`config.mk`:
```
export PLATFORM = sky130hd
export DESIGN_NAME = semantic_version_parser_core
export DESIGN_NICKNAME = d
export VERILOG_FILES = /design/src/rtl/svp_pkg.sv /design/src/rtl/svp_char_step.sv /design/src/rtl/semantic_version_parser_core.sv
export SDC_FILE = /design/constraint.sdc
export NUM_CORES = 1
export LEC_CHECK = 0
export BUFFER_PORTS_ARGS = -buffer_cell sky130_fd_sc_hd__buf_2
export CAP_MARGIN = 5
export CORE_AREA = 3 3 220 244
export CTS_CLUSTER_DIAMETER = 150
export CTS_CLUSTER_SIZE = 16
export DETAILED_ROUTE_END_ITERATION = 16
export DIE_AREA = 0 0 223 247
export PLACE_DENSITY = 0.58
export SLEW_MARGIN = 20
export SYNTH_ARGS = -nofsm -noshare
export SYNTH_HDL_FRONTEND = slang
export SYNTH_SLANG_ARGS = --single-unit
```
`constraint.sdc`:
```
create_clock -name clk -period 8.1 [get_ports clk]
set_clock_uncertainty 0.05 [all_clocks]
set_input_delay 0.405 -clock clk [delete_from_list [all_inputs] [get_ports clk]]
set_output_delay 0.405 -clock clk [all_outputs]
set_load 0.03 [all_outputs]
```
`src/rtl/svp_pkg.sv`:
```
// ----------------------------------------------------------------------------
// svp_pkg
// Types and constants shared by the semantic version parser core and its
// per-character step logic.
// ----------------------------------------------------------------------------
`default_nettype none

package svp_pkg;

    localparam int MAX_LENGTH_DEFAULT = 4096;

    localparam int NUM_W = 31;
    localparam int ACC_W = 35;
    localparam int TAG_W = 12;

    localparam logic [NUM_W-1:0] VALUE_MAX = 31'h7FFF_FFFF;

    localparam logic [1:0] COMPONENTS = 2'd3;

    localparam logic [7:0] CHAR_ZERO  = 8'h30;
    localparam logic [7:0] CHAR_NINE  = 8'h39;
    localparam logic [7:0] CHAR_DOT   = 8'h2E;
    localparam logic [7:0] CHAR_PLUS  = 8'h2B;
    localparam logic [7:0] CHAR_MINUS = 8'h2D;

    // tag flag bit positions
    localparam int MINUS_OPEN = 0;
    localparam int PLUS_OPEN  = 1;
    localparam int MINUS_SEEN = 2;
    localparam int PLUS_SEEN  = 3;

    typedef struct packed {
        logic [7:0] character;
        logic       is_last;
    } svp_in_t;

    typedef struct packed {
        logic             success;
        logic [NUM_W-1:0] major_number;
        logic [NUM_W-1:0] minor_number;
        logic [NUM_W-1:0] patch_number;
        logic [TAG_W-1:0] prerelease_start;
        logic [TAG_W-1:0] prerelease_length;
        logic [TAG_W-1:0] build_start;
        logic [TAG_W-1:0] build_length;
    } svp_out_t;

    typedef struct packed {
        logic [1:0]       components_done;
        logic             last_was_dot;
        logic             number_active;
        logic [NUM_W-1:0] number_value;
        logic             number_overflow;
        logic [NUM_W-1:0] major_value;
        logic [NUM_W-1:0] minor_value;
        logic [NUM_W-1:0] patch_value;
        logic [3:0]       tag_flags;
        logic [TAG_W-1:0] prerelease_start;
        logic [TAG_W-1:0] prerelease_length;
        logic [TAG_W-1:0] build_start;
        logic [TAG_W-1:0] build_length;
        logic             failed;
    } svp_state_t;

    localparam svp_state_t STATE_RESET = '0;

endpackage

`default_nettype wire

```
`src/rtl/svp_char_step.sv`:
```
// ----------------------------------------------------------------------------
// svp_char_step
// Combinational parser step: applies one character to the parse state and,
// on the last character, forms the result and returns the state to reset.
// ----------------------------------------------------------------------------
`default_nettype none

module svp_char_step #(
    parameter int MAX_LENGTH = svp_pkg::MAX_LENGTH_DEFAULT
) (
    input  var svp_pkg::svp_state_t             state_cur,
    input  var logic [$clog2(MAX_LENGTH+2)-1:0] pos_cur,
    input  var logic [$clog2(MAX_LENGTH+2)-1:0] minus_start_cur,
    input  var logic [$clog2(MAX_LENGTH+2)-1:0] plus_start_cur,
    input  var svp_pkg::svp_in_t                request,
    output svp_pkg::svp_state_t                 state_next,
    output logic [$clog2(MAX_LENGTH+2)-1:0]     pos_next,
    output logic [$clog2(MAX_LENGTH+2)-1:0]     minus_start_next,
    output logic [$clog2(MAX_LENGTH+2)-1:0]     plus_start_next,
    output svp_pkg::svp_out_t                   result
);

    localparam int POS_W = $clog2(MAX_LENGTH + 2);
    localparam logic [POS_W-1:0] POS_MAX   = POS_W'(MAX_LENGTH);
    localparam logic [POS_W-1:0] POS_LIMIT = POS_W'(MAX_LENGTH + 1);

    function automatic logic finish_ok(input svp_pkg::svp_state_t st);
        return !st.number_active ||
               (!st.number_overflow && (st.components_done != svp_pkg::COMPONENTS));
    endfunction

    function automatic svp_pkg::svp_state_t finish_st(input svp_pkg::svp_state_t st);
        svp_pkg::svp_state_t r;
        r = st;
        if (st.number_active)
        begin
            case (st.components_done)
                2'd0:    r.major_value = st.number_value;
                2'd1:    r.minor_value = st.number_value;
                2'd2:    r.patch_value = st.number_value;
                default: r.major_value = st.major_value;
            endcase
            r.components_done = st.components_done + 2'd1;
            r.number_active   = 1'b0;
            r.number_value    = '0;
            r.number_overflow = 1'b0;
        end
        return r;
    endfunction

    always_comb
    begin
        svp_pkg::svp_state_t           st;
        logic [POS_W-1:0]              pos;
        logic [POS_W-1:0]              mstart;
        logic [POS_W-1:0]              pstart;
        logic [POS_W-1:0]              len;
        logic [svp_pkg::ACC_W-1:0]     acc;
        logic [3:0]                    digit;
        logic                          bad;
        logic                          str;
        logic                          ok;

        st     = state_cur;
        pos    = pos_cur;
        mstart = minus_start_cur;
        pstart = plus_start_cur;
        len    = '0;
        acc    = '0;
        digit  = 4'(request.character - svp_pkg::CHAR_ZERO);
        bad    = 1'b0;
        ok     = 1'b0;
        str    = (st.components_done == svp_pkg::COMPONENTS) &&
                 !(st.tag_flags[svp_pkg::MINUS_OPEN] || st.tag_flags[svp_pkg::PLUS_OPEN]);

        if (!st.failed)
        begin
            if (pos >= POS_MAX)
            begin
                bad = 1'b1;
            end
            else if (request.character inside {[svp_pkg::CHAR_ZERO:svp_pkg::CHAR_NINE]})
            begin
                if (str)
                begin
                    bad = 1'b1;
                end
                else if (st.components_done != svp_pkg::COMPONENTS)
                begin
                    acc = ({4'b0, st.number_value} << 3) + ({4'b0, st.number_value} << 1)
                        + svp_pkg::ACC_W'(digit);
                    if (acc > svp_pkg::ACC_W'(svp_pkg::VALUE_MAX))
                    begin
                        st.number_overflow = 1'b1;
                        st.number_value    = svp_pkg::VALUE_MAX;
                    end
                    else
                    begin
                        st.number_value = acc[svp_pkg::NUM_W-1:0];
                    end
                    st.number_active = 1'b1;
                    st.last_was_dot  = 1'b0;
                end
            end
            else
            begin
                case (request.character)
                    svp_pkg::CHAR_DOT:
                    begin
                        if (str)
                        begin
                            bad = 1'b1;
                        end
                        else if (st.components_done != svp_pkg::COMPONENTS)
                        begin
                            if ((st.components_done == svp_pkg::COMPONENTS - 2'd1) ||
                                st.last_was_dot || !st.number_active || !finish_ok(st))
                            begin
                                bad = 1'b1;
                            end
                            else
                            begin
                                st = finish_st(st);
                                st.last_was_dot = 1'b1;
                            end
                        end
                    end
                    svp_pkg::CHAR_PLUS:
                    begin
                        if (!finish_ok(st))
                        begin
                            bad = 1'b1;
                        end
                        else
                        begin
                            st = finish_st(st);
                            if ((st.components_done != svp_pkg::COMPONENTS) ||
                                st.tag_flags[svp_pkg::PLUS_SEEN] ||
                                st.tag_flags[svp_pkg::PLUS_OPEN])
                            begin
                                bad = 1'b1;
                            end
                            else
                            begin
                                // plus closes an open pre-release tag
                                if (st.tag_flags[svp_pkg::MINUS_OPEN])
                                begin
                                    len = pos - mstart;
                                    st.prerelease_start  = svp_pkg::TAG_W'(mstart);
                                    st.prerelease_length = svp_pkg::TAG_W'(len);
                                    st.tag_flags[svp_pkg::MINUS_OPEN] = 1'b0;
                                    st.tag_flags[svp_pkg::MINUS_SEEN] = 1'b1;
                                    if (len == '0)
                                    begin
                                        bad = 1'b1;
                                    end
                                end
                                pstart = pos + POS_W'(1);
                                st.tag_flags[svp_pkg::PLUS_OPEN] = 1'b1;
                            end
                        end
                    end
                    svp_pkg::CHAR_MINUS:
                    begin
                        if (!finish_ok(st))
                        begin
                            bad = 1'b1;
                        end
                        else
                        begin
                            st = finish_st(st);
                            if ((st.components_done != svp_pkg::COMPONENTS) ||
                                st.tag_flags[svp_pkg::MINUS_SEEN] ||
                                st.tag_flags[svp_pkg::MINUS_OPEN])
                            begin
                                bad = 1'b1;
                            end
                            else
                            begin
                                // minus closes an open build tag
                                if (st.tag_flags[svp_pkg::PLUS_OPEN])
                                begin
                                    len = pos - pstart;
                                    st.build_start  = svp_pkg::TAG_W'(pstart);
                                    st.build_length = svp_pkg::TAG_W'(len);
                                    st.tag_flags[svp_pkg::PLUS_OPEN] = 1'b0;
                                    st.tag_flags[svp_pkg::PLUS_SEEN] = 1'b1;
                                    if (len == '0)
                                    begin
                                        bad = 1'b1;
                                    end
                                end
                                mstart = pos + POS_W'(1);
                                st.tag_flags[svp_pkg::MINUS_OPEN] = 1'b1;
                            end
                        end
                    end
                    default:
                    begin
                        if ((st.components_done != svp_pkg::COMPONENTS) || str)
                        begin
                            bad = 1'b1;
                        end
                    end
                endcase
            end
            if (bad)
            begin
                st.failed = 1'b1;
            end
        end

        if (pos != POS_LIMIT)
        begin
            pos = pos + POS_W'(1);
        end

        // end of string checks
        if (request.is_last && !st.failed)
        begin
            ok = 1'b1;
            if (st.last_was_dot || !finish_ok(st))
            begin
                ok = 1'b0;
            end
            else
            begin
                st = finish_st(st);
                if (st.tag_flags[svp_pkg::PLUS_OPEN])
                begin
                    len = pos - pstart;
                    st.build_start  = svp_pkg::TAG_W'(pstart);
                    st.build_length = svp_pkg::TAG_W'(len);
                    if (len == '0)
                    begin
                        ok = 1'b0;
                    end
                end
                if (st.tag_flags[svp_pkg::MINUS_OPEN])
                begin
                    len = pos - mstart;
                    st.prerelease_start  = svp_pkg::TAG_W'(mstart);
                    st.prerelease_length = svp_pkg::TAG_W'(len);
                    if (len == '0)
                    begin
                        ok = 1'b0;
                    end
                end
                if (st.components_done != svp_pkg::COMPONENTS)
                begin
                    ok = 1'b0;
                end
            end
        end

        result = '0;
        if (ok)
        begin
            result.success           = 1'b1;
            result.major_number      = st.major_value;
            result.minor_number      = st.minor_value;
            result.patch_number      = st.patch_value;
            result.prerelease_start  = st.prerelease_start;
            result.prerelease_length = st.prerelease_length;
            result.build_start       = st.build_start;
            result.build_length      = st.build_length;
        end

        if (request.is_last)
        begin
            state_next       = svp_pkg::STATE_RESET;
            pos_next         = '0;
            minus_start_next = '0;
            plus_start_next  = '0;
        end
        else
        begin
            state_next       = st;
            pos_next         = pos;
            minus_start_next = mstart;
            plus_start_next  = pstart;
        end
    end

endmodule

`default_nettype wire

```
`src/rtl/semantic_version_parser_core.sv`:
```
// ----------------------------------------------------------------------------
// semantic_version_parser_core
// Streaming parser for MAJOR.MINOR.PATCH[-pre][+build] version strings (tags in either order), one
// character per request, one result per string.
//
// channel   direction  handshake                   payload
// char      in         char_valid / char_ready     char_data   (svp_in_t)
// result    out        result_valid / result_ready result_data (svp_out_t)
//
// one character per cycle sustained unless a waiting result stalls a last character;
// a request is held in the input register, then the step logic updates the parse state
// the result of a string is registered when its last character leaves the input register
// reset clears the parse state and both valid flags; no clearing pass
// a waiting result stalls only a last character, all others keep flowing
// ----------------------------------------------------------------------------
`default_nettype none

module semantic_version_parser_core #(
    parameter int MAX_LENGTH = svp_pkg::MAX_LENGTH_DEFAULT
) (
    input  var logic              clk,
    input  var logic              rst_n,
    input  var logic              char_valid,
    output logic                  char_ready,
    input  var svp_pkg::svp_in_t  char_data,
    output logic                  result_valid,
    input  var logic              result_ready,
    output svp_pkg::svp_out_t     result_data
);

    localparam int POS_W = $clog2(MAX_LENGTH + 2);
    localparam logic [POS_W-1:0] POS_LIMIT = POS_W'(MAX_LENGTH + 1);

    svp_pkg::svp_in_t    in_reg;
    logic                in_valid_reg;
    svp_pkg::svp_state_t state_reg;
    svp_pkg::svp_state_t state_next;
    logic [POS_W-1:0]    pos_reg;
    logic [POS_W-1:0]    pos_next;
    logic [POS_W-1:0]    minus_start_reg;
    logic [POS_W-1:0]    minus_start_next;
    logic [POS_W-1:0]    plus_start_reg;
    logic [POS_W-1:0]    plus_start_next;
    svp_pkg::svp_out_t   out_reg;
    svp_pkg::svp_out_t   out_next;
    logic                out_valid_reg;
    logic                advance;

    assign advance    = in_valid_reg && !(in_reg.is_last && out_valid_reg && !result_ready);
    assign char_ready = !in_valid_reg || advance;

    svp_char_step #(
        .MAX_LENGTH(MAX_LENGTH)
    ) u_step (
        .state_cur        (state_reg),
        .pos_cur          (pos_reg),
        .minus_start_cur  (minus_start_reg),
        .plus_start_cur   (plus_start_reg),
        .request          (in_reg),
        .state_next       (state_next),
        .pos_next         (pos_next),
        .minus_start_next (minus_start_next),
        .plus_start_next  (plus_start_next),
        .result           (out_next)
    );

    always_ff @(posedge clk or negedge rst_n)
    begin
        if (!rst_n)
        begin
            in_valid_reg    <= 1'b0;
            out_valid_reg   <= 1'b0;
            state_reg       <= svp_pkg::STATE_RESET;
            pos_reg         <= '0;
            minus_start_reg <= '0;
            plus_start_reg  <= '0;
        end
        else
        begin
            if (char_ready)
            begin
                in_valid_reg <= char_valid;
            end
            if (advance)
            begin
                state_reg       <= state_next;
                pos_reg         <= pos_next;
                minus_start_reg <= minus_start_next;
                plus_start_reg  <= plus_start_next;
            end
            if (advance && in_reg.is_last)
            begin
                out_valid_reg <= 1'b1;
            end
            else if (result_ready)
            begin
                out_valid_reg <= 1'b0;
            end
        end
    end

    always_ff @(posedge clk)
    begin
        if (char_ready && char_valid)
        begin
            in_reg <= char_data;
        end
        if (advance && in_reg.is_last)
        begin
            out_reg <= out_next;
        end
    end

    assign result_valid = out_valid_reg;
    assign result_data  = out_reg;

    // a finished string leaves the parse state at reset
    assert property (@(posedge clk) disable iff (!rst_n)
        (advance && in_reg.is_last) |=>
            (state_reg == svp_pkg::STATE_RESET) && (pos_reg == '0))
        else $error("parse state not cleared after last character");

    // position counter saturates
    assert property (@(posedge clk) disable iff (!rst_n)
        pos_reg <= POS_LIMIT)
        else $error("character position beyond limit");

    // a failed result carries only zeros
    assert property (@(posedge clk) disable iff (!rst_n)
        (result_valid && !result_data.success) |->
            (result_data.major_number == '0) && (result_data.minor_number == '0) &&
            (result_data.patch_number == '0) && (result_data.prerelease_length == '0) &&
            (result_data.build_length == '0))
        else $error("failed result with nonzero fields");

    // an absent pre-release tag has start zero on success
    assert property (@(posedge clk) disable iff (!rst_n)
        (result_valid && result_data.success && (result_data.prerelease_length == '0)) |->
            (result_data.prerelease_start == '0))
        else $error("absent pre-release tag with nonzero start");

endmodule

`default_nettype wire

```
=== Word level (Yosys, flattened, before mapping) ===
Cells that the tools add are included.

* Bits in registers: 374
* Bits of input ports: 13
* Output and inout bits: 144
* Word-level logic and storage cells: 191

* Add/subtract/negate cells: 10
* $lt $le $gt $ge: 4
* Equal/unequal tests: 14
* Mux-type cells: 93
* Reductions and logical operators: 41

{| class="wikitable"
|+ Operators with widths
! cell !! number
|-
| $mux W182 || 10
|-
| $pmux W182 S3 || 1
|-
| $mux W125 || 2
|-
| $mux W31 || 7
|-
| $mux W13 || 16
|-
| $mux W146 || 1
|-
| $mux W142 || 1
|-
| $mux W24 || 5
|-
| $mux W34 || 3
|-
| $logic_not A13 Y1 || 4
|-
| $sub A13 B13 Y13 || 4
|-
| $add A34 B32 Y35 || 1
|-
| $add A35 B4 Y35 || 1
|-
| $gt A35 B31 Y1 const B || 1
|-
| $mux W1 || 30
|-
| $mux W2 || 15
|-
| $mux W27 || 1
|-
| $eq A8 B6 Y1 const B || 3
|-
| $add A13 B1 Y13 const B || 1
|-
| $ge A13 B13 Y1 const B || 1
|-
| $logic_or A1 B1 Y1 || 13
|-
| $ne A13 B13 Y1 const B || 1
|-
| $logic_not A1 Y1 || 11
|-
| $logic_and A1 B1 Y1 || 10
|-
| other kinds (10) || 19
|}

=== Longest topological paths before layout ===
Gate-level depths: netlist of run 1.

* Depth after elaboration: 31
* Mapped depth: 25
* Depth with buffers taken out: 22

=== Hierarchy ===
A second synthesis of run 1 with hierarchy kept.

* Cell total of the unflattened synthesis: 3118
* Area total of the unflattened synthesis: 28965.3 µm²

{| class="wikitable"
|+ By module, submodules not included
! module !! times used !! cells an instance !! area an instance (µm²) !! sequential area each (µm²)
|-
| semantic_version_parser_core || 1 || 1415 || 17763.3 || 10114.7
|-
| svp_char_step || 1 || 1703 || 11202.0 || 0.0
|}

=== Worst setup path after synthesis of run 1 ===
Ideal clock, no wire load.

* Path kind: reg-to-reg
* Start: reg state_reg[180] (netlist name)
* End: reg out_reg (netlist bit result_data[112]), data pin
* Library setup time: 0.168 ns
* Data arrival time: 5.432 ns
* Data required time: 7.882 ns
* Slack: 2.451 ns
* Stages on the path, launching flop included: 24
* Buffers on the path: 5
* Period minus slack after synthesis: 5.649 ns
* Cell sequence: dfrtp_1 -> ha_1 -> clkbuf_1 -> o21a_1 -> nand2b_1 -> or4_1 -> clkbuf_1 -> o21ai_0 -> ha_1 -> inv_1 -> fa_1 -> a21o_1 -> a22o_1 -> o41a_1 -> a21o_1 -> a21oi_1 -> xnor2_1 -> nor4_1 -> a41o_1 -> or4_1 -> buf_2 -> buf_6 -> buf_6 -> a211oi_1

* Cells in the longest elaborated chain, start to end: 25
* Elaborated cells between the ends (all ways): 102
* Classes of those cells: 4 x add/sub; 7 x eq/ne; 67 x mux; 24 x reduce/logical

{| class="wikitable"
|+ RTL lines
! item !! line !! text
|-
| start, declared || semantic_version_parser_core.sv:36 || <nowiki>svp_pkg::svp_state_t state_reg;</nowiki>
|-
| start signal, assigned || semantic_version_parser_core.sv:73 || <nowiki>state_reg <= svp_pkg::STATE_RESET;</nowiki>
|-
| start signal, assigned || semantic_version_parser_core.sv:86 || <nowiki>state_reg <= state_next;</nowiki>
|-
| $add A2 B1 Y2 || svp_char_step.sv:43 || <nowiki>r.components_done = st.components_done + 2'd1;</nowiki>
|-
| $mux W2 || svp_char_step.sv:35 || <nowiki>if (st.number_active)</nowiki>
|-
| $mux W2 || svp_char_step.sv:130, svp_char_step.sv:165 ||
|-
| $mux W2 || svp_char_step.sv:107 || <nowiki>case (request.character)</nowiki>
|-
| $mux W2 || svp_char_step.sv:82 || <nowiki>else if (request.character inside {[svp_pkg::CHAR_ZERO:svp_pkg::CHAR_NINE]})</nowiki>
|-
| $mux W2 || svp_char_step.sv:78 || <nowiki>if (pos >= POS_MAX)</nowiki>
|-
| $mux W2 || svp_char_step.sv:76 || <nowiki>if (!st.failed)</nowiki>
|-
| $ne A2 B2 Y1 || svp_char_step.sv:137 || <nowiki>if ((st.components_done != svp_pkg::COMPONENTS) ||</nowiki>
|-
| [... 9 more ...] || n/a ||
|-
| $logic_not A13 Y1 || svp_char_step.sv:234 || <nowiki>if (len == '0)</nowiki>
|-
| $mux W1 || svp_char_step.sv:234 ||
|-
| $mux W1 || svp_char_step.sv:229 || <nowiki>if (st.tag_flags[svp_pkg::PLUS_OPEN])</nowiki>
|-
| $mux W1 || svp_char_step.sv:244 || <nowiki>if (len == '0)</nowiki>
|-
| $mux W1 || svp_char_step.sv:239 || <nowiki>if (st.tag_flags[svp_pkg::MINUS_OPEN])</nowiki>
|-
| $mux W1 || svp_char_step.sv:249 || <nowiki>if (st.components_done != svp_pkg::COMPONENTS)</nowiki>
|-
| $mux W1 || svp_char_step.sv:222 || <nowiki>if (st.last_was_dot || !finish_ok(st))</nowiki>
|-
| $mux W1 || svp_char_step.sv:219 || <nowiki>if (request.is_last && !st.failed)</nowiki>
|-
| end signal, assigned || semantic_version_parser_core.sv:110 || <nowiki>out_reg <= out_next;</nowiki>
|-
| end, declared || semantic_version_parser_core.sv:44 || <nowiki>svp_pkg::svp_out_t out_reg;</nowiki>
|}

Parallel ways exist; a longest one is shown, timed or not. The select of a mux whose other input is x is not followed.
A chain may end at the register's enable or synchronous reset.

=== Worst setup path after layout of run 1 ===
* Start: reg state_reg[180] (netlist name)
* End: reg out_reg (netlist bit result_data[136]), data pin

Same word-level chain as after synthesis.

==> flow_metrics.env, run 1 <==
export IMPL_outcome="complete, no violations"
export IMPL_cp_required_ps=8330
export IMPL_h_tree_depth=1
export IMPL_synth_net_count=2522
export IMPL_synth_warnings=0
export IMPL_rows=87
export IMPL_cts_tree="done"
export IMPL_area_growth_pct=9.49
export IMPL_fp_dieW_um=223
export IMPL_grt_total_usage_pct=27.3
export IMPL_drv_slew=0
export IMPL_grt_pass1_wl_um=117000
export IMPL_period_minus_slack_ps=6910
export IMPL_wl_per_cell_um=24.6
export IMPL_finalWirelength_um=76900
export IMPL_slew_limit_headroom_pct=18.1
export IMPL_seq_area_frac_synth_pct=44.8
export IMPL_powerDensity_mw_per_mm2=162
export IMPL_setup_tns_final_ps=0
export IMPL_fmax_ghz=0.145
export IMPL_cts_sinks=374
export IMPL_fp_dieH_um=247
export IMPL_rsz0062_at_grt="false"
export IMPL_cp_start_kind="register"
export IMPL_hpwl_um=53300
export IMPL_drv_cap=0
export IMPL_io_buffers=156
export IMPL_largest_reg_flops=182
export IMPL_syn_avg_cell_area_um2=9.47
export IMPL_postRouteAntennaNets=0
export IMPL_startpoint="state_reg[180]"
export IMPL_dr_pass1_iters=5
export IMPL_min_path_type="in2async"
export IMPL_clkTransAtPathRegs_ps=80
export IMPL_start_util_pct=44.0
export IMPL_path_class="reg2reg"
export IMPL_diodes=0
export IMPL_antenna_found_initial=1
export IMPL_place_ws_ps=1250
export IMPL_cts_buffer_depth=3
export IMPL_synth_flop_cell="dfrtp_1"
export IMPL_finalCritPeriodShare_pct=85.3
export IMPL_nNetsFinal=2574
export IMPL_synthArstFlopShare_pct=59.6
export IMPL_numCtsBuffers=27
export IMPL_finalHoldViolCount=0
export IMPL_place_congestion=0.985
export IMPL_setup_viol_count_final=0
export IMPL_peakVddDrop_uv=153
export IMPL_finalPower_w=0.00399
export IMPL_synth_edff_count=151
export IMPL_ys_ff_latch=374
export IMPL_grt_max_degree=107
export IMPL_core_area_mm2=0.0513
export IMPL_via_count=19200
export IMPL_dieArea_mm2=0.0551
export IMPL_r2r_start="state_reg[180]"
export IMPL_clkLatencyLatePin_ps=610
export IMPL_via_per_inst=6.15
export IMPL_root_buffer="clkbuf_16"
export IMPL_drc=0
export IMPL_first_global_vias=18900
export IMPL_num_io_pins=157
export IMPL_drt_iter0_drc=1690
export IMPL_final_setup_worst_slack_ps=1190
export IMPL_synthCells=2383
export IMPL_p_leak_nw=10.1
export IMPL_synth_distinct_cells=84
export IMPL_netlist_area_mm2=0.0226
export IMPL_overflow=0
export IMPL_crit_path_max_fanout=55
export IMPL_tightest_slew_ps=1230
export IMPL_drive_gt1_share_pct=11.7
export IMPL_cp_end_kind="register"
export IMPL_cp_data_arrival_time_ps=7140
synth_stat cells, drive strengths merged (13+ instances only):
library cell	count	area [µm²]
a211oi	84	706
a21boi	25	188
a21o	21	158
a21oi	130	666
a221oi	13	114
a22o	91	797
a311oi	40	350
and2	15	93.8
and3	58	363
buf	30	176
clkbuf	146	551
dfrtp	223	5580
edfxtp	151	4530
ha	120	1500
inv	65	244
mux2	19	214
mux2i	43	430
nand2	363	1360
nand2b	14	87.6
nand3	31	155
nand4	14	87.6
nor2	164	618
nor2b	21	131
nor3	23	131
nor4	21	138
o21a	19	143
o21ai	203	1020
o22ai	30	188
xnor2	44	385
xor2	36	315
worst max-delay path: stages (launching register included):
cell,delay (ps)
dfrtp_1,430
inv_1,120
ha_1,320
nand3b_1,100
and2_1,200
nor4_1,400
nand3_1,440
o21ai_0,450
ha_1,240
inv_1,60
fa_1,480
a211o_1,280
o211ai_1,110
a21oi_1,110
or3_1,320
a21oi_1,220
xor2_1,230
nand4_1,130
nor4_1,400
or4_4,690
buf_4,610
a211oi_1,120
through the flow:
step                      instances  cell area [µm²]  hold WS, ps  util (%)
after floorplan                2383            22600         59.4         -
after global placement         3058            23800          407      46.3
after detailed placement       3058            23800          419      46.3
after CTS                      3120            24700          433      48.1
after global routing           3123            24700          451      48.2
final                          3123            24700          373      48.2
repair_timing:
item,in CTS,in global routing
endpoints found under the hold margin,115,0
buffers inserted,0,0
gates resized for setup,0,0
hold buffers,12,0
logic make-up (layout without fill, tap and decap cells):
| kind of cell | count (synthesis) | count (layout) | synth area share (%) |
|---|---|---|---|
| mux | 62 | 62 | 2.86 |
| flops | 374 | 374 | 44.8 |
| fa+ha+maj | 126 | 126 | 7.19 |
| compound gates | 739 | 739 | 22.4 |
| xor+xnor | 80 | 80 | 3.11 |
| simple gates | 760 | 760 | 15.3 |
| buf+inv | 242 | 315 | 4.32 |
layout make-up:
class                   count  area [µm²]
inverters                  66         253
multi-input cells        1767       11600
fillers                  4851       26600
well taps                 667         835
repair buffers            199        1150
clock inverters             2        31.3
flip-flops and latches    374       10100
clock buffers              48         754
layout by cell type (no fill, tap or decap), types with 19 or more instances in the layout:
| cell | Yosys | final |
|---|---|---|
| nand2_1 | 363 | 359 |
| dfrtp_1 | 223 | 223 |
| o21ai_0 | 194 | 192 |
| nor2_1 | 163 | 160 |
| buf_2 | 12 | 155 |
| edfxtp_1 | 151 | 151 |
| a21oi_1 | 128 | 127 |
| ha_1 | 120 | 120 |
| a22o_1 | 91 | 91 |
| a211oi_1 | 69 | 68 |
| inv_1 | 65 | 64 |
| and3_1 | 58 | 56 |
| xnor2_1 | 44 | 44 |
| mux2i_1 | 43 | 43 |
| a311oi_1 | 40 | 40 |
| xor2_1 | 36 | 36 |
| nand3_1 | 31 | 30 |
| o22ai_1 | 30 | 30 |
| buf_4 | 1 | 28 |
| clkbuf_16 | 0 | 27 |
| a21boi_0 | 24 | 24 |
| nor2b_1 | 21 | 21 |
| a21o_1 | 21 | 21 |
| nor3_1 | 21 | 21 |
| clkbuf_1 | 144 | 21 |
| nor4_1 | 20 | 20 |
| o21a_1 | 19 | 19 |
path summary, 6_finish.rpt:
path	cells after the start	slack (ps)	endpoint
worst min-delay path	2	370	state_reg[152]
min in group clk	2	430	state_reg[13]
worst max-delay path	21	1190	result_data[136]
max in group asynchronous	3	6240	state_reg[26]
worst max register to register	21	1190	result_data[136]
worst min register to register	2	430	state_reg[13]
power by group:
group          switching (W)  internal [W]
clock               0.000707      0.000637
combinational       0.000398      0.000179
sequential         0.0000419       0.00203
metal layers:
metal	wire length [µm]	vias to the layer above	track usage (%)
li1	-	8827	-
met1	31100	9516	33.5
met2	39200	721	49.6
met3	3650	150	2.56
met4	2990	0	10.5
met5	0	-	0
Note: power is estimated with default switching activity, not from simulation.
==> run 2, diff against run 1 <==
--- a/config.mk
+++ b/config.mk
@@ -13,6 +13,7 @@
 export DETAILED_ROUTE_END_ITERATION = 16
 export DIE_AREA = 0 0 223 247
 export PLACE_DENSITY = 0.58
+export RECOVER_POWER = 25
 export SLEW_MARGIN = 20
 export SYNTH_ARGS = -nofsm -noshare
 export SYNTH_HDL_FRONTEND = slang
==> flow_metrics.env, run 2 (synthesized netlist as in run 1, its figures left out) <==
export IMPL_crit_path_max_fanout=55
export IMPL_drive_gt1_share_pct=7.08
export IMPL_fp_dieW_um=223
export IMPL_finalWirelength_um=76900
export IMPL_cp_required_ps=8330
export IMPL_root_buffer="clkbuf_16"
export IMPL_setup_viol_count_final=0
export IMPL_via_per_inst=6.12
export IMPL_tightest_slew_ps=6260
export IMPL_violations="capacitance limit, slew limit"
export IMPL_path_class="reg2reg"
export IMPL_cp_data_arrival_time_ps=7180
export IMPL_multiInputGateArea_mm2=0.0116
export IMPL_io_buffers=156
export IMPL_h_tree_depth=1
export IMPL_crit_chain="inv_1, ha_1, nand3b_1, and2_1, nor4_1, nand3_1, o21ai_0, ha_1, inv_1, fa_1, a211o_1, o211ai_1, a21oi_1, or3_1, a21oi_1, xor2_1, nand4_1, nor4_1, or4_4, buf_4, a211oi_1"
export IMPL_cts_setup_buffers=0
export IMPL_period_minus_slack_ps=6950
export IMPL_clkTransAtPathRegs_ps=80
export IMPL_min_path_type="reg2reg"
export IMPL_grt_max_degree=107
export IMPL_area_growth_pct=8.81
export IMPL_crit_path_top_delay_cell="or4_4"
export IMPL_dp_cells=3058
export IMPL_drt_iter0_drc=1776
export IMPL_grt_total_usage_pct=27.3
export IMPL_overflow=0
export IMPL_antenna_found_initial=1
export IMPL_dr_pass1_iters=5
export IMPL_hpwl_um=53300
export IMPL_rsz0062_at_grt="false"
export IMPL_drc=0
export IMPL_grt_pass1_wl_um=117000
export IMPL_cts_tree="done"
export IMPL_cts_sinks=374
export IMPL_drv_slew=151
export IMPL_fp_dieH_um=247
export IMPL_cp_end_kind="register"
export IMPL_dieArea_mm2=0.0551
export IMPL_num_io_pins=157
export IMPL_fin_cells=3123
export IMPL_outcome="finished, violations left"
export IMPL_final_common_cell="nand2_1"
export IMPL_p_leak_nw=9.74
export IMPL_start_util_pct=44.0
export IMPL_nNetsFinal=2574
export IMPL_drv_cap=2
export IMPL_fill_cells=4903
export IMPL_postRouteAntennaNets=0
export IMPL_largest_reg_flops=182
export IMPL_finalCritPeriodShare_pct=85.8
export IMPL_peakVddDrop_uv=153
export IMPL_cts_buffer_depth=3
export IMPL_via_count=19100
export IMPL_clkLatencyLatePin_ps=610
export IMPL_final_cell_mix="359 x nand2_1, 223 x dfrtp_1, 192 x o21ai_0"
export IMPL_numCtsBuffers=27
export IMPL_cp_start_kind="register"
export IMPL_rows=87
export IMPL_regArea_mm2=0.0101
export IMPL_diodes=0
export IMPL_finalHoldViolCount=0
export IMPL_slew_limit_headroom_pct=-317
export IMPL_wl_per_cell_um=24.6
export IMPL_first_global_vias=18900
export IMPL_place_congestion=0.985
export IMPL_core_area_mm2=0.0513
export IMPL_powerDensity_mw_per_mm2=163
export IMPL_setup_tns_final_ps=0
export IMPL_max_stage_delay_ps=700
export IMPL_fmax_ghz=0.144
export IMPL_r2r_slack_ps=1150
-- run 2: cell types whose count changed in the layout (fill, tap and decap cells not counted), sizes merged --
cell    previous run  this run
buf              186        73
clkbuf            49       162
-- run 2: area by class of cell --
class | count | area share [%]
Timing Repair Buffer | 199 | 4.08
Tap cell | 667 | 3.40
Sequential cell | 374 | 41.2
Multi-Input combinational cell | 1767 | 47.1
Clock inverter | 2 | 0.127
Clock buffer | 48 | 3.07
Inverter | 66 | 1.03
-- run 2: through the flow --
stage / instance area, µm² / setup slack, ps / hold slack [ps] / total power, W / util (%)
after floorplan: 22600 / 2450 / 59.4 / 0.00248 / -
after global placement: 23800 / 1440 / 407 / 0.00267 / 46.3
after detailed placement: 23800 / 1250 / 419 / 0.00268 / 46.3
after CTS: 24700 / 1210 / 433 / 0.00402 / 48.1
after global routing: 24500 / 664 / 452 / 0.00415 / 47.9
final: 24500 / 1150 / 431 / 0.00399 / 47.9
-- run 2: worst paths after layout --
| kind | startpoint | end | cells past startpoint |
|---|---|---|---|
| max | state_reg[180] | result_data[136] | 21 |
| min | state_reg[13] | state_reg[13] | 2 |
| max reg2reg | state_reg[180] | result_data[136] | 21 |
| min reg2reg | state_reg[13] | state_reg[13] | 2 |
| max in group asynchronous | rst_n | plus_start_reg[5] | 2 |
| min in group asynchronous | rst_n | state_reg[69] | 2 |
-- run 2: worst max-delay path: cells and delay by family, from the launching register on --
family	cells	cell delay, ps
buffers and inverters	3	800
AO/OA/AOI/OAI	6	1290
flip-flops	1	430
adder cells (fa/ha/maj)	3	1030
XOR/XNOR	1	230
AND/OR/NAND/NOR	8	2710
-- run 2: layer usage --
layer	GRT usage, %	share of wire [%]	up-vias
met3	2.56	4.6	156
met4	10.5	4.0	0
li1	-	-	8830
met2	49.6	51	673
met1	33.5	41	9452
met5	0	0	-
-- run 2: where the power goes --
part | internal [W] | switching, W | leakage, nW
Combinational | 0.000173 | 0.000398 | 4.81
Clock | 0.000636 | 0.000707 | 0.373
Sequential | 0.00203 | 0.0000421 | 4.56
-- run 2: timing repair --
action / 4_1_cts / 5_1_grt
endpoints found under the hold margin: 115 / 0
resized for setup: 0 / 0
hold buffers: 12 / 0
==> run 3, diff against run 2 <==
--- a/config.mk
+++ b/config.mk
@@ -5,14 +5,15 @@
 export SDC_FILE = /design/constraint.sdc
 export NUM_CORES = 1
 export LEC_CHECK = 0
+export ABC_AREA = 1
 export BUFFER_PORTS_ARGS = -buffer_cell sky130_fd_sc_hd__buf_2
 export CAP_MARGIN = 5
-export CORE_AREA = 3 3 220 244
+export CORE_AREA = 5 5 241 267
 export CTS_CLUSTER_DIAMETER = 150
 export CTS_CLUSTER_SIZE = 16
 export DETAILED_ROUTE_END_ITERATION = 16
-export DIE_AREA = 0 0 223 247
-export PLACE_DENSITY = 0.58
+export DIE_AREA = 0 0 246 272
+export PLACE_DENSITY = 0.57
 export RECOVER_POWER = 25
 export SLEW_MARGIN = 20
 export SYNTH_ARGS = -nofsm -noshare
==> flow_metrics.env, run 3 <==
export IMPL_path_class="reg2reg"
export IMPL_grt_total_usage_pct=27.4
export IMPL_setup_viol_count_final=0
export IMPL_drive_gt1_share_pct=3.86
export IMPL_overflow=0
export IMPL_via_count=25800
export IMPL_grt_max_degree=140
export IMPL_dieArea_mm2=0.0669
export IMPL_path_buf_inv=6
export IMPL_cts_tree="done"
export IMPL_nNetsFinal=4052
export IMPL_numCtsBuffers=27
export IMPL_synth_top_area_share_pct=21.1
export IMPL_yosysMostFrequentCell="nand2_1"
export IMPL_h_tree_depth=1
export IMPL_start_util_pct=43.4
export IMPL_peakVddDrop_uv=139
export IMPL_r2r_slack_ps=1760
export IMPL_min_path_type="reg2reg"
export IMPL_netlist_area_mm2=0.0267
export IMPL_dr_pass1_iters=7
export IMPL_place_congestion=0.965
export IMPL_ys_ff_latch=374
export IMPL_drt_iter0_drc=2156
export IMPL_synth_distinct_cells=59
export IMPL_max_stage_delay_ps=540
export IMPL_largest_reg_flops=182
export IMPL_num_io_pins=157
export IMPL_area_growth_pct=8.00
export IMPL_slew_limit_headroom_pct=-143
export IMPL_seq_area_frac_synth_pct=37.9
export IMPL_clkTransAtPathRegs_ps=90
export IMPL_synthArstFlopShare_pct=59.6
export IMPL_tightest_slew_ps=3650
export IMPL_rsz0062_at_grt="false"
export IMPL_p_leak_nw=14.1
export IMPL_regArea_mm2=0.0101
export IMPL_io_buffers=156
export IMPL_drc=0
export IMPL_synthTopCellsByCount="1,498 x nand2_1, 355 x inv_1, 283 x nor2_1"
export IMPL_yosysTopAreaCell="nand2_1"
export IMPL_clkLatencyLatePin_ps=610
export IMPL_postRouteAntennaNets=0
export IMPL_cp_start_kind="register"
export IMPL_finalWirelength_um=94100
export IMPL_hold_worst_slack_ps=430
export IMPL_via_per_inst=5.42
export IMPL_drv_slew=57
export IMPL_fmax_ghz=0.158
export IMPL_finalPower_w=0.00424
export IMPL_root_buffer="clkbuf_16"
export IMPL_cp_data_arrival_time_ps=6610
export IMPL_rows=96
export IMPL_wl_per_cell_um=19.7
export IMPL_cpMostUsedCell="nor2_1"
export IMPL_final_cell_mix="1,496 x nand2_1, 352 x inv_1, 278 x nor2_1"
export IMPL_finalCritPeriodShare_pct=78.2
export IMPL_synth_net_count=4004
export IMPL_core_area_mm2=0.0615
export IMPL_hpwl_um=63900
export IMPL_grt_pass1_wl_um=146000
export IMPL_crit_path_max_fanout=51
export IMPL_multiInputGateArea_mm2=0.0144
export IMPL_cts_sinks=374
export IMPL_final_common_cell="nand2_1"
export IMPL_synth_warnings=0
export IMPL_cp_end_kind="register"
export IMPL_stdcell_area_mm2=0.0288
export IMPL_fill_cells=6601
export IMPL_violations="capacitance limit, slew limit"
export IMPL_first_global_vias=25200
export IMPL_fp_dieW_um=246
export IMPL_synth_area_leaders="nand2_1 21%, dfrtp_1 21%, edfxtp_1 17%"
export IMPL_outcome="finished, violations left"
export IMPL_synth_flop_cell="dfrtp_1"
export IMPL_postPlaceCellArea_mm2=0.0281
export IMPL_synth_edff_count=151
export IMPL_powerDensity_mw_per_mm2=147
export IMPL_antenna_found_initial=0
export IMPL_finalHoldViolCount=0
export IMPL_setup_tns_final_ps=0
export IMPL_synthCells=3865
export IMPL_cts_setup_buffers=0
export IMPL_crit_path_top_delay_cell="nor2_8"
export IMPL_syn_avg_cell_area_um2=6.90
export IMPL_period_minus_slack_ps=6340
export IMPL_cp_required_ps=8380
export IMPL_drv_cap=1
export IMPL_path_delay_family="simple AND/OR/NAND/NOR gates"
export IMPL_fp_dieH_um=272
export IMPL_cts_buffer_depth=3
==> run 3: cell count changes after synthesis, sizes merged, moves of 82 or more <==
cell / change
inv: +313
nand3: +198
nand4: +107
a211oi: -82
nor2: +133
nand2: +1140
a22o: -90
==> run 3: logic make-up (layout without fill, tap and decap cells) <==
logic type      Yosys count  count (layout)  share of synthesized area (%)
buf+inv                 574             643                           8.43
xor+xnor                 59              59                           1.96
fa+ha+maj               126             126                           6.08
compound gates          515             515                           11.1
mux                       4               4                          0.164
other cells               0               1                              0
simple gates           2213            2213                           34.4
flops                   374             374                           37.9
==> run 3: worst reg2reg max path, delay by kind of cell, from the launching register on <==
family / cells / cell delay [ps]
buffers and inverters: 6 / 1820
XOR/XNOR: 1 / 180
AO/OA/AOI/OAI: 1 / 280
AND/OR/NAND/NOR: 15 / 2520
flip-flops: 1 / 530
adder cells (fa/ha/maj): 2 / 690
==> run 3: cell type report <==
class                           count  share of cell area (%)
Antenna cell                        1                 0.00868
Tap cell                          833                    3.62
Inverter                          380                    4.97
Multi-Input combinational cell   2917                    49.9
Timing Repair Buffer              213                    3.75
Sequential cell                   374                    35.1
Clock buffer                       47                    2.61
Clock inverter                      3                  0.0782
==> run 3: power by group <==
group	internal (W)	switching (W)
logic	0.000230	0.000595
registers	0.00202	0.0000407
clock network	0.000632	0.000726
total	0.00288	0.00136
==> run 3: stage by stage <==
step | instances | utilization [%] | setup slack [ps]
2_1_floorplan | 3865 | - | 3680
5_1_grt | 4767 | 46.9 | 1220
3_5_place_dp | 4705 | 45.7 | 1840
4_1_cts | 4767 | 47.2 | 1850
6_report | 4768 | 46.9 | 1760
3_3_place_gp | 4705 | 45.7 | 2020
==> run 3: metal layers <==
metal / vias up / global-route usage (%) / wire (µm)
met2: 742 / 49.9 / 47600
met1: 12200 / 34.2 / 38800
met3: 172 / 2.41 / 4210
li1: 12700 / - / -
met5: - / 0 / 0
met4: 0 / 8.91 / 3430
==> run 3: final timing paths <==
kind                            depth (start not counted)            from              end
worst max-delay path                                   25     pos_reg[12]  result_data[63]
max in group asynchronous                               4           rst_n       pos_reg[6]
min in group asynchronous                               2           rst_n   state_reg[122]
worst min-delay path                                    2  state_reg[107]   state_reg[107]
worst min register to register                          2  state_reg[107]   state_reg[107]
worst max register to register                         25     pos_reg[12]  result_data[63]
==> run 3: timing repair <==
item                                   in CTS  in global routing
hold buffers                               12                  0
gates resized for setup                     0                  0
endpoints found under the hold margin      65                  0
